==> src/rtl/core/sdrc_pkg.sv <==
// ----------------------------------------------------------------------------
// sdrc_pkg
// Types, constants and lookup tables shared by the stereo compressor.
// ----------------------------------------------------------------------------
package sdrc_pkg;

  localparam int SAMPLE_BITS       = 24;
  localparam int LOG_TABLE_ENTRIES = 256;
  localparam int LOG_BITS          = $clog2(LOG_TABLE_ENTRIES);
  localparam int LOG_E_W           = $clog2(SAMPLE_BITS);
  localparam int LOG_W             = LOG_E_W + 16;
  localparam int EXPO_W            = LOG_W + 1;
  localparam int Q_W               = EXPO_W - 16;
  localparam int RES_W             = SAMPLE_BITS + 5;
  localparam int THR_W             = 23;
  localparam int CFG_W             = 23;
  localparam int NUM_LANES         = 2;

  localparam logic [16:0] UNITY     = 17'd65536;
  localparam logic [Q_W-1:0] EXP_LIMIT = Q_W'(40);

  typedef enum logic [2:0] {
    REG_ENV_ATT  = 3'd0,
    REG_ENV_REL  = 3'd1,
    REG_THR      = 3'd2,
    REG_INV_RAT  = 3'd3,
    REG_GAIN_ATT = 3'd4,
    REG_GAIN_REL = 3'd5,
    REG_MAKEUP   = 3'd6,
    REG_BYPASS   = 3'd7
  } cfg_reg_e;

  typedef enum logic [3:0] {
    ST_IDLE, ST_MAG, ST_ENV_MUL, ST_ENV_SUM, ST_LOG, ST_EXPO,
    ST_GC, ST_G_MUL, ST_G_SUM, ST_MK, ST_OUT, ST_DONE
  } step_e;

  typedef struct packed {
    logic signed [SAMPLE_BITS-1:0] left_sample;
    logic signed [SAMPLE_BITS-1:0] right_sample;
  } in_t;

  typedef struct packed {
    logic signed [SAMPLE_BITS-1:0] left_out;
    logic signed [SAMPLE_BITS-1:0] right_out;
    logic                          clipped;
  } out_t;

  typedef struct packed {
    logic [15:0]      env_att;
    logic [15:0]      env_rel;
    logic [THR_W-1:0] thr;
    logic [16:0]      inv_ratio;
    logic [15:0]      gain_att;
    logic [15:0]      gain_rel;
    logic [15:0]      makeup;
    logic             bypass;
  } cfg_t;

  typedef struct packed {
    step_e step;
    logic  load;
  } lane_ctl_t;

  typedef struct packed {
    logic [RES_W-1:0]       r;
    logic                   neg;
    logic [SAMPLE_BITS-1:0] samp;
  } lane_res_t;

  typedef logic [15:0] ltab_t [LOG_TABLE_ENTRIES];
  typedef logic [16:0] etab_t [LOG_TABLE_ENTRIES];

  function automatic logic [63:0] isqrt64(input logic [63:0] v);
    logic [63:0] rem;
    logic [63:0] res;
    logic [63:0] bw;
    rem = v;
    res = '0;
    bw  = 64'd1 << 62;
    for (int i = 0; i < 32; i++) if (bw > rem) bw = bw >> 2;
    for (int i = 0; i < 32; i++) begin
      if (bw != 0) begin
        if (rem >= res + bw) begin
          rem = rem - (res + bw);
          res = (res >> 1) + bw;
        end else begin
          res = res >> 1;
        end
        bw = bw >> 2;
      end
    end
    return res;
  endfunction

  function automatic ltab_t gen_log_tab();
    ltab_t       t;
    logic [63:0] m;
    logic [15:0] res;
    for (int i = 0; i < LOG_TABLE_ENTRIES; i++) begin
      m   = (64'd1 << 30) + (64'(i) << (30 - LOG_BITS));
      res = '0;
      for (int k = 1; k <= 16; k++) begin
        m = (m * m) >> 30;
        if (m >= (64'd1 << 31)) begin
          m = m >> 1;
          res[16-k] = 1'b1;
        end
      end
      t[i] = res;
    end
    return t;
  endfunction

  function automatic etab_t gen_exp_tab();
    etab_t       t;
    logic [63:0] ck [17];
    logic [63:0] c;
    logic [63:0] r;
    logic [15:0] t16;
    c = 64'd1 << 29;
    ck[0] = '0;
    for (int k = 1; k <= 16; k++) begin
      c = isqrt64(c << 30);
      ck[k] = c;
    end
    for (int j = 0; j < LOG_TABLE_ENTRIES; j++) begin
      t16 = 16'(j << (16 - LOG_BITS));
      r   = 64'd1 << 30;
      for (int k = 1; k <= 16; k++) begin
        if (t16[16-k]) r = (r * ck[k]) >> 30;
      end
      t[j] = 17'(r >> 14);
    end
    return t;
  endfunction

  localparam ltab_t LOG_TAB = gen_log_tab();
  localparam etab_t EXP_TAB = gen_exp_tab();

  // Q16 log2: leading-one position plus table of the top fraction bits
  function automatic logic [LOG_W-1:0] log2_q16(input logic [SAMPLE_BITS-1:0] v);
    logic [LOG_E_W-1:0]     e;
    logic [SAMPLE_BITS-1:0] norm;
    e = '0;
    for (int i = 0; i < SAMPLE_BITS; i++) if (v[i]) e = LOG_E_W'(i);
    norm = v << (LOG_E_W'(SAMPLE_BITS - 1) - e);
    return {e, LOG_TAB[norm[SAMPLE_BITS-2 -: LOG_BITS]]};
  endfunction

endpackage

==> src/rtl/core/sdrc_merge.sv <==
// ----------------------------------------------------------------------------
// sdrc_merge
// Saturates both lane results (or passes the raw samples in bypass), merges the
// clip flags and holds the output request until it is taken.
// ----------------------------------------------------------------------------
module sdrc_merge import sdrc_pkg::*; (
  input  logic      clk_i,
  input  logic      rst_ni,
  input  lane_res_t res_i [NUM_LANES],
  input  logic      load_i,
  input  logic      bypass_i,
  input  logic      out_stall_i,
  output logic      free_o,
  output logic      out_valid_o,
  output out_t      out_o
);

  localparam logic [RES_W-1:0] POS_MAX = RES_W'((1 << (SAMPLE_BITS - 1)) - 1);
  localparam logic [RES_W-1:0] NEG_MAX = RES_W'(1 << (SAMPLE_BITS - 1));

  logic                   out_valid_q;
  out_t                   out_q, out_d;
  logic [SAMPLE_BITS-1:0] val [NUM_LANES];
  logic [NUM_LANES-1:0]   clip;

  always_comb begin
    for (int i = 0; i < NUM_LANES; i++) begin
      clip[i] = 1'b0;
      if (!res_i[i].neg) begin
        if (res_i[i].r > POS_MAX) begin
          val[i]  = POS_MAX[SAMPLE_BITS-1:0];
          clip[i] = 1'b1;
        end else begin
          val[i] = res_i[i].r[SAMPLE_BITS-1:0];
        end
      end else begin
        if (res_i[i].r > NEG_MAX) begin
          val[i]  = ~NEG_MAX[SAMPLE_BITS-1:0] + 1'b1;
          clip[i] = 1'b1;
        end else begin
          val[i] = ~res_i[i].r[SAMPLE_BITS-1:0] + 1'b1;
        end
      end
    end
    if (bypass_i) begin
      out_d = '{left_out: res_i[0].samp, right_out: res_i[1].samp, clipped: 1'b0};
    end else begin
      out_d = '{left_out: val[0], right_out: val[1], clipped: |clip};
    end
  end

  assign free_o = !out_valid_q || !out_stall_i;

  always_ff @(posedge clk_i or negedge rst_ni) begin
    if (!rst_ni) begin
      out_valid_q <= 1'b0;
    end else if (load_i) begin
      out_valid_q <= 1'b1;
    end else if (!out_stall_i) begin
      out_valid_q <= 1'b0;
    end
  end

  always_ff @(posedge clk_i) begin
    if (load_i) out_q <= out_d;
  end

  assign out_valid_o = out_valid_q;
  assign out_o       = out_q;

endmodule

==> config.mk <==
export PLATFORM = sky130hd
export DESIGN_NAME = sdrc_merge
export DESIGN_NICKNAME = d
export VERILOG_FILES = /design/src/rtl/core/sdrc_pkg.sv /design/src/rtl/core/sdrc_merge.sv
export SDC_FILE = /design/constraint.sdc
export NUM_CORES = 1
export LEC_CHECK = 0
export BUFFER_PORTS_ARGS = -buffer_cell sky130_fd_sc_hd__buf_4
export CAP_MARGIN = 25
export CELL_PAD_IN_SITES_DETAIL_PLACEMENT = 2
export CELL_PAD_IN_SITES_GLOBAL_PLACEMENT = 2
export CORE_ASPECT_RATIO = 1.75
export CORE_MARGIN = 4
export CORE_UTILIZATION = 30
export CTS_BUF_LIST = sky130_fd_sc_hd__clkbuf_8
export CTS_CLUSTER_SIZE = 14
export DETAILED_ROUTE_END_ITERATION = 16
export GPL_ROUTABILITY_DRIVEN = 0
export GPL_TIMING_DRIVEN = 0
export HOLD_SLACK_MARGIN = 0.15
export PLACE_DENSITY_LB_ADDON = 0.3
export SLEW_MARGIN = 20
export SYNTH_ARGS = -nofsm -noshare
export SYNTH_HDL_FRONTEND = slang
export SYNTH_SLANG_ARGS = --single-unit
export TNS_END_PERCENT = 10
==> constraint.sdc <==
create_clock -name clk_i -period 1.5 [get_ports clk_i]
set_input_delay 0.3 -clock clk_i [delete_from_list [all_inputs] [get_ports clk_i]]
set_output_delay 0.3 -clock clk_i [all_outputs]
set_load 0.05 [all_outputs]
==> summary.log, run 1 <==
INFO  status         run_status=complete, but fails checks
INFO  status         violations=negative setup slack
INFO  grt            grt_usage=27.61%
INFO  synth          synthTopCellsByArea=sky130_fd_sc_hd__edfxtp_1 38%, sky130_fd_sc_hd__nor3_1 4.8%, sky130_fd_sc_hd__nor2_1 4.8%, sky130_fd_sc_hd__nand2_1 3.4%, sky130_fd_sc_hd__o21ai_0 2.7%
INFO  sta            fin_crit=2.544ns
INFO  sta            final-setup-viol-count=49
INFO  sta            hold_viol_final=0
INFO  floorplanning  fp.dieArea=0.01485mm2
INFO  floorplanning  number_of_top_level_pins=164
INFO  synth          post_synth_instance_area=0.003869mm2
INFO  pwr            ir_worst_vdd=0.3998mV
INFO  route          viasPerCell=6.178
INFO  worst_hold_path hold_path_start=out_stall_i
INFO  pwr            p_sw=1.662mW
INFO  final_layout   antenna_diode_count=0
INFO  setup_path     r2r.worst_path.cells=2
INFO  synth          yosysTopAreaCellShare=38.03%
INFO  sta            postLayoutSetupSlackWorst=-1.044ns
INFO  sta            worstMarginPinSlew=0.8304ns
INFO  setup_path     critical_path_rt=1.65ns
INFO  synth          async_sr_flop_fraction=2.000%
INFO  worst_hold_path worst_hold_path_type=in -> reg
INFO  pwr            power_switching_share=37.58%
INFO  final_layout   layout_cells_sized_above_1=42.36%
INFO  setup_path     max_stage_delay=0.58ns
INFO  route          ant_nets=0
INFO  setup_path     slowest_stage=sky130_fd_sc_hd__or4_4
INFO  setup_path     worst_ep_arrival_time=2.69ns
INFO  route          post-route-drc-count=0
INFO  final_layout   flow.area_growth_from_synthesis=56.24%
INFO  grt            grt_overflow_total=0
INFO  route          drtPass1Iterations=5
INFO  sta            hold-worst-slack=0.2073ns
INFO  setup_path     critical_path_class=in -> reg
INFO  clocking       tritoncts=yes
INFO  placement      place_hpwl=15220um
INFO  setup_path     r2r_setup_slack=0.87ns
INFO  synth          primary_ff_master_synth=sky130_fd_sc_hd__edfxtp_1
INFO  clocking       cts-root-buf=sky130_fd_sc_hd__clkbuf_8
INFO  grt            antenna_found_initial=0
INFO  synth          yosys.cell_types.count=63
INFO  setup_path     worst_setup_path_startpoint=res_i[44]
INFO  floorplanning  starting_density_of_the_core=30.78%
INFO  synth          average_size_of_a_mapped_cell=8.655um2
INFO  synth          synth_enable_flop_cells=49
INFO  setup_path     cp-end-kind=flip-flop
INFO  run            max_cap_viol_count=0
INFO  clocking       cts_max_level=2
INFO  setup_path     regToRegEndpoint=out_valid_o
INFO  final_layout   layout.nets=751
INFO  synth          post_synth_inst_count=447
INFO  grt            grt_pass1_vias=5522
INFO  grt            grt_pass1_wl=31120um
INFO  worst_hold_path worstHoldPathCells=3
INFO  clocking       clk_path_buf_depth=2
INFO  pwr            internal_power=2.760mW
INFO  route          drt_wl_total=22740um
INFO  grt            grt_max_degree=51
INFO  route          wl_per_cell=28.32um
INFO  clocking       tritoncts.num_buffers=5
INFO  pwr            seq_power_share=39.3%
INFO  final_layout   finalCoreUtilization=48.10%
INFO  sta            rsz0062_at_grt=true
INFO  placement      portBuffers=159
INFO  sta            drv_slew=0
INFO  setup_path     crit_path_max_fanout=6
INFO  pwr            p_comb_share=37.2%
INFO  floorplanning  die_x=93.84um
INFO  synth          synth_seq_area_share=38.68%
INFO  clocking       cts_sinks=50
INFO  pwr            power.static_leakage=2.265nW
INFO  pwr            clock_power_share=23.5%
INFO  synth          synth.largest_area_cell=sky130_fd_sc_hd__edfxtp_1
INFO  worst_hold_path min_to=out_valid_o
INFO  route          drt_first_iter_violations=249
INFO  clocking       cts.clk_slew.worst_paths=0.10ns
INFO  floorplanning  core_area=0.01257mm2
INFO  floorplanning  floorplan.die.height=158.2um
INFO  sta            maxSlewHeadroom=44.21%
INFO  clocking       clk_latency=0.32ns
INFO  sta            fmaxAchievable=393.1MHz
INFO  floorplanning  core.rowCount=54
INFO  route          vias=4961
INFO  pwr            p_per_area=731.5mW/mm2
INFO  synth          syn-num-nets=564
INFO  setup_path     timing.rr.start=out_valid_o
INFO  setup_path     crit_path_cell_trace=buf_4 > or4_4 > nand3b_1 > o31a_4 > or2_4 > buf_8 > or3_4 > a32oi_2
INFO  sta            fin_crit_sh=169.6%
INFO  sta            clock-skew-final=0ns
INFO  setup_path     worstSetupStartpointType=primary input
INFO  synth          ys_ff_latch=50
INFO  synth          synth.yosys.warnings=0
worst max path at each step:
| stage | end | slack (ns) | cells past startpoint |
|---|---|---|---|
| after floorplan | out_o[8] | -1.14 | 8 |
| after CTS | out_o[19] | -1.03 | 8 |
| after global placement | out_o[29] | -1.83 | 9 |
| after detailed placement | out_o[29] | -1.83 | 9 |
| final | out_o[8] | -1.04 | 8 |
| after global routing | out_o[0] | -1.07 | 8 |
per-layer routing:
layer	vias to the layer above	track usage, %	part of all wire (%)
li1	2129	-	-
met1	2466	26.35	32
met4	0	15.56	6.3
met5	-	0	0
met3	98	4.327	5.7
met2	268	54.25	56
cell families after synthesis:
| group | after synthesis | synth area share, % |
|---|---|---|
| mux | 4 | 1.100 |
| fa+ha+maj | 4 | 1.294 |
| xor+xnor | 7 | 1.585 |
| simple gates | 226 | 30.85 |
| buf+inv | 38 | 4.107 |
| compound gates | 118 | 22.38 |
| flops | 50 | 38.68 |
worst max-delay path: cells and delay by family:
| family | cells | cell delay, ns |
|---|---|---|
| and+or+nand+nor | 4 | 1.45 |
| buffers and inverters | 2 | 0.27 |
| AOI/OAI and AO/OA | 2 | 0.66 |
flip-flops by register name (all words and copies together), names as in the netlist:
signal,count
out_valid_o,1
out_o,49
cell type report:
type,instances,area (um2)
Timing Repair Buffer,181,1423
Fill cell,1411,6523
Sequential cell,50,1496
Clock buffer,5,68.82
Clock inverter,3,45.04
Inverter,12,55.05
Tap cell,168,210.2
Multi-Input combinational cell,359,2614
Buffer,25,132.6
cells in the mapped netlist, types with 6 or more instances:
library cell,number
sky130_fd_sc_hd__a211oi_1,6
sky130_fd_sc_hd__a21oi_1,18
sky130_fd_sc_hd__a32oi_1,8
sky130_fd_sc_hd__and3_1,7
sky130_fd_sc_hd__clkbuf_1,21
sky130_fd_sc_hd__edfxtp_1,49
sky130_fd_sc_hd__inv_1,12
sky130_fd_sc_hd__nand2_1,35
sky130_fd_sc_hd__nand2b_1,6
sky130_fd_sc_hd__nand3_1,20
sky130_fd_sc_hd__nand4_1,13
sky130_fd_sc_hd__nor2_1,49
sky130_fd_sc_hd__nor3_1,37
sky130_fd_sc_hd__nor3b_1,7
sky130_fd_sc_hd__nor4_1,8
sky130_fd_sc_hd__o21ai_0,21
sky130_fd_sc_hd__o31ai_1,10
sky130_fd_sc_hd__or3_1,15
sky130_fd_sc_hd__or4_1,8
power by group through the flow:
stage | logic (mW) | clock network [mW] | registers (mW)
floorplan | 0.322 | 0 | 2.22
global route | 1.71 | 1.11 | 1.75
detailed placement | 1.48 | 0 | 1.77
finish | 1.65 | 1.04 | 1.74
global placement | 1.46 | 0 | 1.76
CTS | 1.55 | 1.05 | 1.74
per-stage QoR:
stage | worst slack (ns) | power [mW] | area, um2 | TNS [ns] | std cells
floorplan | -1.145 | 2.538 | 3884 | -42.61 | 447
global placement | -1.834 | 3.214 | 5288 | -71.26 | 774
detailed placement | -1.829 | 3.252 | 5288 | -72.87 | 774
CTS | -1.031 | 4.343 | 5744 | -40.83 | 796
global route | -1.072 | 4.575 | 6045 | -41.62 | 803
finish | -1.044 | 4.422 | 6045 | -39.57 | 803
layout by cell type (no fill, tap or decap), types with 6 or more instances in the layout:
cell type	netlist	final
sky130_fd_sc_hd__nor2_1	49	43
sky130_fd_sc_hd__or3_1	15	14
sky130_fd_sc_hd__and3_1	7	6
sky130_fd_sc_hd__a32oi_1	8	7
sky130_fd_sc_hd__o31ai_1	10	8
sky130_fd_sc_hd__o21ai_0	21	17
sky130_fd_sc_hd__nand2_1	35	33
sky130_fd_sc_hd__inv_1	12	10
sky130_fd_sc_hd__nand4_1	13	13
sky130_fd_sc_hd__clkbuf_1	21	15
sky130_fd_sc_hd__nor3_2	0	6
sky130_fd_sc_hd__a21oi_1	18	13
sky130_fd_sc_hd__nor3_1	37	30
sky130_fd_sc_hd__edfxtp_1	49	49
sky130_fd_sc_hd__nand3_1	20	15
sky130_fd_sc_hd__buf_4	0	174
sky130_fd_sc_hd__nor3b_1	7	7
what timing repair did:
action	CTS	global route
setup endpoints to repair	49	49
endpoints found under the hold margin	1	0
hold buffers	1	0
resized for setup	54	62
pin swaps	7	12
buffers inserted	14	6
cloned	0	1
Power figures use the tool's default switching activity.
==> run 2: changes to the inputs <==
--- a/config.mk
+++ b/config.mk
@@ -18,6 +18,7 @@
 export GPL_ROUTABILITY_DRIVEN = 0
 export GPL_TIMING_DRIVEN = 0
 export HOLD_SLACK_MARGIN = 0.15
+export MAX_ROUTING_LAYER = met4
 export PLACE_DENSITY_LB_ADDON = 0.3
 export SLEW_MARGIN = 20
 export SYNTH_ARGS = -nofsm -noshare
==> summary.log, run 2 (same netlist as run 1, synthesis figures left out) <==
INFO  sta            fmaxAchievable=394.5MHz
INFO  setup_path     crit_path_max_fanout=6
INFO  grt            antenna_found_initial=0
INFO  setup_path     critical_path_rt=1.65ns
INFO  setup_path     cp-end-kind=flip-flop
INFO  route          wl_per_cell=27.65um
INFO  final_layout   layout_cells_sized_above_1=42.27%
INFO  pwr            p_per_area=729.2mW/mm2
INFO  sta            hold_viol_final=0
INFO  route          viasPerCell=6.152
INFO  clocking       tritoncts.num_buffers=5
INFO  floorplanning  core_area=0.01257mm2
INFO  pwr            p_comb_share=37.2%
INFO  placement      place_hpwl=15220um
INFO  setup_path     crit_path_cell_trace=buf_8 > or4_1 > or4_4 > o31a_4 > or2_4 > buf_8 > or3_4 > a32oi_2
INFO  grt            grt_overflow_total=0
INFO  worst_hold_path worstHoldPathCells=3
INFO  run            max_cap_viol_count=0
INFO  pwr            ir_worst_vdd=0.3926mV
INFO  floorplanning  die_x=93.84um
INFO  setup_path     worst_ep_arrival_time=2.68ns
INFO  clocking       cts.clk_slew.worst_paths=0.10ns
INFO  route          drtPass1Iterations=5
INFO  final_layout   layout.cells.most_common=sky130_fd_sc_hd__buf_4
INFO  sta            hold-worst-slack=0.2095ns
INFO  clocking       tritoncts=yes
INFO  route          ant_nets=0
INFO  floorplanning  number_of_top_level_pins=164
INFO  setup_path     timing.rr.start=out_valid_o
INFO  setup_path     r2r.worst_path.cells=2
INFO  worst_hold_path worst_hold_path_type=in -> reg
INFO  floorplanning  starting_density_of_the_core=30.78%
INFO  pwr            seq_power_share=39.4%
INFO  grt            grt_max_degree=51
INFO  sta            rsz0062_at_grt=true
INFO  pwr            power_switching_share=37.32%
INFO  final_layout   largest_register_ffs=49
INFO  setup_path     family_with_the_most_delay_on_the_worst_path=simple AND/OR/NAND/NOR gates
INFO  sta            tns=-39.64ns
INFO  route          vias=4934
INFO  sta            drv_slew=0
INFO  sta            fin_crit_sh=169.0%
INFO  route          drt_wl_total=22170um
INFO  grt            grtUsageMet3=3.852%
INFO  pwr            total_power=4.402mW
INFO  sta            postLayoutSetupSlackWorst=-1.035ns
INFO  setup_path     max_stage_delay=0.52ns
INFO  clocking       clk_latency=0.32ns
INFO  sta            maxSlewHeadroom=41.21%
INFO  floorplanning  fp.dieArea=0.01485mm2
INFO  placement      portBuffers=159
INFO  setup_path     crit_top_cell=sky130_fd_sc_hd__buf_8
INFO  clocking       cts_max_level=2
INFO  setup_path     crit_buf_inv=2
INFO  route          drt_first_iter_violations=219
INFO  pwr            p_sw=1.643mW
INFO  setup_path     regToRegEndpoint=out_valid_o
INFO  final_layout   fillerInstances=1414
INFO  setup_path     r2r_setup_slack=0.87ns
INFO  clocking       clk_path_buf_depth=2
INFO  final_layout   antenna_diode_count=0
INFO  setup_path     worstSetupStartpointType=primary input
INFO  clocking       cts-root-buf=sky130_fd_sc_hd__clkbuf_8
INFO  worst_hold_path min_to=out_valid_o
INFO  setup_path     slowest_stage=sky130_fd_sc_hd__or4_1
INFO  pwr            power.static_leakage=2.259nW
INFO  setup_path     critical_path_class=in -> reg
INFO  grt            grt_usage=28.40%
INFO  sta            fin_crit=2.535ns
INFO  grt            grt.busiest_layer=met2
INFO  floorplanning  floorplan.die.height=158.2um
INFO  pwr            clock_power_share=23.4%
INFO  clocking       cts_sinks=50
INFO  status         violations=negative setup slack
INFO  sta            clock-skew-final=0ns
INFO  grt            met1_usage=26.71%
INFO  sta            worstMarginPinSlew=0.8751ns
INFO  final_layout   flow.area_growth_from_synthesis=56.05%
INFO  pwr            internal_power=2.759mW
INFO  floorplanning  core.rowCount=54
INFO  sta            final-setup-viol-count=49
INFO  route          post-route-drc-count=0
INFO  status         run_status=complete, but fails checks
INFO  grt            grt_pass1_vias=5512
INFO  final_layout   finalCoreUtilization=48.04%
INFO  grt            grt_pass1_wl=31130um
INFO  grt            globalRouteMet2Util=54.19%
INFO  final_layout   final_cell_mix=173 x sky130_fd_sc_hd__buf_4, 49 x sky130_fd_sc_hd__edfxtp_1, 43 x sky130_fd_sc_hd__nor2_1
INFO  worst_hold_path hold_path_start=out_stall_i
INFO  final_layout   layout.nets=750
[run 2: changes by cell type in the layout (fill, tap and decap cells not counted), sizes merged]
| cell | before | now |
|---|---|---|
| buf | 184 | 183 |
[run 2: worst max-delay path by stage]
| stage | startpoint | endpoint | slack (ns) | depth (start not counted) |
|---|---|---|---|---|
| 6_report | res_i[34] | out_o[8] | -1.04 | 8 |
| 5_1_grt | res_i[34] | out_o[20] | -1.10 | 8 |
| 4_1_cts | res_i[34] | out_o[19] | -1.03 | 8 |
| 3_5_place_dp | res_i[79] | out_o[29] | -1.83 | 9 |
| 3_3_place_gp | res_i[79] | out_o[29] | -1.83 | 9 |
| 2_1_floorplan | res_i[33] | out_o[8] | -1.14 | 8 |
[run 2: power groups by stage]
stage | combinational, mW | sequential [mW] | clock [mW]
floorplan | 0.322 | 2.22 | 0
global placement | 1.46 | 1.76 | 0
detailed placement | 1.48 | 1.77 | 0
CTS | 1.55 | 1.74 | 1.05
global route | 1.71 | 1.75 | 1.11
finish | 1.64 | 1.74 | 1.03
[run 2: worst min-delay path: cells and delay by family]
| family | cells | cell delay [ns] |
|---|---|---|
| buf+inv | 1 | 0.08 |
| simple gates | 2 | 0.12 |
[run 2: repair_timing]
item                                    4_1_cts  5_1_grt
gates cloned                                  0        1
pin swaps                                     7       12
hold endpoints to repair                      1        0
hold buffers                                  1        0
buffers inserted                             14        5
endpoints found under the setup margin       49       49
gates resized for setup                      54       62
[run 2: through the flow]
| stage | setup slack [ns] | area [um2] | std cells |
|---|---|---|---|
| after global routing | -1.098 | 6037 | 802 |
| after floorplan | -1.145 | 3884 | 447 |
| after detailed placement | -1.829 | 5288 | 774 |
| after CTS | -1.031 | 5744 | 796 |
| after global placement | -1.834 | 5288 | 774 |
| final | -1.035 | 6037 | 802 |
[run 2: final cells by class]
class | count | area, um2 | area share [%]
clock buffer | 5 | 68.82 | 1.140
clock inverter | 3 | 45.04 | 0.7461
tap | 168 | 210.2 | 3.482
timing repair buffer | 180 | 1415 | 23.44
multi-input combinational | 359 | 2614 | 43.30
inverter | 12 | 55.05 | 0.9119
buffer | 25 | 132.6 | 2.197
sequential | 50 | 1496 | 24.79
[run 2: layer usage]
layer / up-vias / part of all wire [%]
met1: 2426 / 32
met2: 266 / 55
met3: 112 / 5.3
li1: 2130 / -
met5: - / 0
met4: 0 / 7.6
==> run 3: changes to the inputs <==
--- a/config.mk
+++ b/config.mk
@@ -10,7 +10,6 @@
 export CELL_PAD_IN_SITES_DETAIL_PLACEMENT = 2
 export CELL_PAD_IN_SITES_GLOBAL_PLACEMENT = 2
 export CORE_ASPECT_RATIO = 1.75
-export CORE_MARGIN = 4
 export CORE_UTILIZATION = 30
 export CTS_BUF_LIST = sky130_fd_sc_hd__clkbuf_8
 export CTS_CLUSTER_SIZE = 14
==> summary.log, run 3 (same netlist as run 1, synthesis figures left out) <==
INFO  status         run_status=complete, but fails checks
INFO  status         violations=negative setup slack
INFO  final_layout   layout_cells_sized_above_1=43.47%
INFO  sta            worstMarginPinSlew=0.7744ns
INFO  pwr            ir_worst_vdd=0.5568mV
INFO  run            max_cap_viol_count=0
INFO  setup_path     cp-end-kind=flip-flop
INFO  setup_path     timing.rr.start=out_valid_o
INFO  final_layout   final_cell_mix=169 x sky130_fd_sc_hd__buf_4, 49 x sky130_fd_sc_hd__edfxtp_1, 45 x sky130_fd_sc_hd__nor2_1
INFO  floorplanning  core_area=0.01250mm2
INFO  route          ant_nets=0
INFO  sta            hold-worst-slack=0.2294ns
INFO  setup_path     worst_setup_path_startpoint=res_i[34]
INFO  floorplanning  core.rowCount=54
INFO  clocking       clk_latency=0.33ns
INFO  final_layout   finalCoreUtilization=48.27%
INFO  grt            grt_pass1_wl=31370um
INFO  sta            fin_crit=2.566ns
INFO  setup_path     worst_ep_arrival_time=2.73ns
INFO  sta            fmaxAchievable=389.8MHz
INFO  sta            hold_viol_final=0
INFO  route          drt_first_iter_violations=274
INFO  setup_path     crit_path_max_fanout=8
INFO  sta            maxSlewHeadroom=47.90%
INFO  grt            grt_overflow_total=0
INFO  pwr            p_sw=1.694mW
INFO  setup_path     critical_path_class=in -> reg
INFO  final_layout   multi_input_area=0.002631mm2
INFO  sta            fin_crit_sh=171.0%
INFO  route          drtPass1Iterations=5
INFO  setup_path     endpoint=out_o[8]
INFO  pwr            power.static_leakage=2.277nW
INFO  setup_path     critical_path_rt=1.66ns
INFO  pwr            p_per_area=774.2mW/mm2
INFO  floorplanning  starting_density_of_the_core=30.95%
INFO  final_layout   fillerInstances=1345
INFO  final_layout   largest_register_ffs=49
INFO  floorplanning  floorplan.die.height=152.2um
INFO  clocking       clk_path_buf_depth=2
INFO  clocking       tritoncts=yes
INFO  route          wl_per_cell=27.98um
INFO  pwr            power_switching_share=36.27%
INFO  placement      portBuffers=159
INFO  pwr            seq_power_share=37.3%
INFO  clocking       cts-root-buf=sky130_fd_sc_hd__clkbuf_8
INFO  worst_hold_path hold_path_start=out_stall_i
INFO  clocking       cts.clk_slew.worst_paths=0.11ns
INFO  clocking       tritoncts.num_buffers=5
INFO  pwr            p_comb_share=35.4%
INFO  final_layout   layout.cells.most_common=sky130_fd_sc_hd__buf_4
INFO  sta            clock-skew-final=0ns
INFO  grt            grt_max_degree=51
INFO  pwr            clock_power_share=27.4%
INFO  final_layout   antenna_diode_count=0
INFO  setup_path     r2r_setup_slack=0.84ns
INFO  floorplanning  fp.dieArea=0.01337mm2
INFO  route          post-route-drc-count=0
INFO  floorplanning  number_of_top_level_pins=164
INFO  worst_hold_path worst_hold_path_type=in -> reg
INFO  final_layout   flow.area_growth_from_synthesis=55.95%
INFO  clocking       cts_sinks=50
INFO  sta            postLayoutSetupSlackWorst=-1.066ns
INFO  route          viasPerCell=6.167
INFO  sta            final-setup-viol-count=49
INFO  final_layout   sequential_cell_area=0.001496mm2
INFO  grt            grt_usage=32.78%
INFO  route          drt_wl_total=22270um
INFO  pwr            internal_power=2.977mW
INFO  route          vias=4909
INFO  sta            drv_slew=0
INFO  setup_path     regToRegEndpoint=out_valid_o
INFO  pwr            total_power=4.671mW
INFO  grt            antenna_found_initial=0
INFO  grt            grt_pass1_vias=5479
INFO  sta            rsz0062_at_grt=true
INFO  floorplanning  die_x=87.84um
INFO  final_layout   layout.nets=744
INFO  clocking       cts_max_level=2
INFO  placement      place_hpwl=14990um
INFO  setup_path     worstSetupStartpointType=primary input
INFO  setup_path     r2r.worst_path.cells=2
==> run 3: worst min-delay path by stage <==
stage                        endpoint  depth (start not counted)
after floorplan           out_valid_o                          0
after global placement    out_valid_o                          1
after detailed placement  out_valid_o                          1
after CTS                 out_valid_o                          3
after global routing        out_o[15]                          2
final                     out_valid_o                          3
==> run 3: area by class of cell <==
type,instances,area share (%)
buffer,25,2.468
clock inverter,2,0.9954
clock buffer,6,1.369
inverter,12,0.9125
tap,168,3.484
timing repair buffer,174,22.36
multi-input combinational,359,43.61
sequential,50,24.80
==> run 3: per-stage QoR <==
| stage | TNS [ns] | cell area, um2 | instances | worst slack, ns |
|---|---|---|---|---|
| 2_1_floorplan | -42.61 | 3884 | 447 | -1.145 |
| 3_3_place_gp | -70.96 | 5288 | 774 | -1.792 |
| 3_5_place_dp | -74.70 | 5288 | 774 | -1.910 |
| 4_1_cts | -36.49 | 5878 | 791 | -1.076 |
| 5_1_grt | -40.41 | 6033 | 796 | -1.063 |
| 6_report | -38.73 | 6033 | 796 | -1.066 |
==> run 3: per-layer routing <==
metal / global-route usage [%] / share of wire (%) / vias up
met1: 30.37 / 32 / 2407
met2: 60.10 / 55 / 274
met4: 22.17 / 7.3 / 0
met3: 3.900 / 5.3 / 106
met5: - / 0 / -
li1: - / - / 2122
==> run 3: timing repair <==
action,CTS,global route
hold endpoints to repair,1,0
pin swaps,11,10
setup buffers,9,5
setup endpoints to repair,49,49
gates resized for setup,95,28
hold buffers,1,0
==> run 3: critical path, stage by stage <==
cell and delay (ns):
sky130_fd_sc_hd__buf_8 0.10, sky130_fd_sc_hd__or4_4 0.51, sky130_fd_sc_hd__or4_4 0.45, sky130_fd_sc_hd__o31a_4 0.34, sky130_fd_sc_hd__or2_4 0.30, sky130_fd_sc_hd__buf_8 0.14, sky130_fd_sc_hd__or3_4 0.36, sky130_fd_sc_hd__a32oi_2 0.22
==> run 3: power groups by stage <==
stage	clock [mW]	combinational, mW	sequential, mW
3_3_place_gp	0	1.45	1.76
3_5_place_dp	0	1.49	1.77
5_1_grt	1.33	1.70	1.75
6_report	1.28	1.65	1.74
4_1_cts	1.28	1.58	1.74
2_1_floorplan	0	0.322	2.22
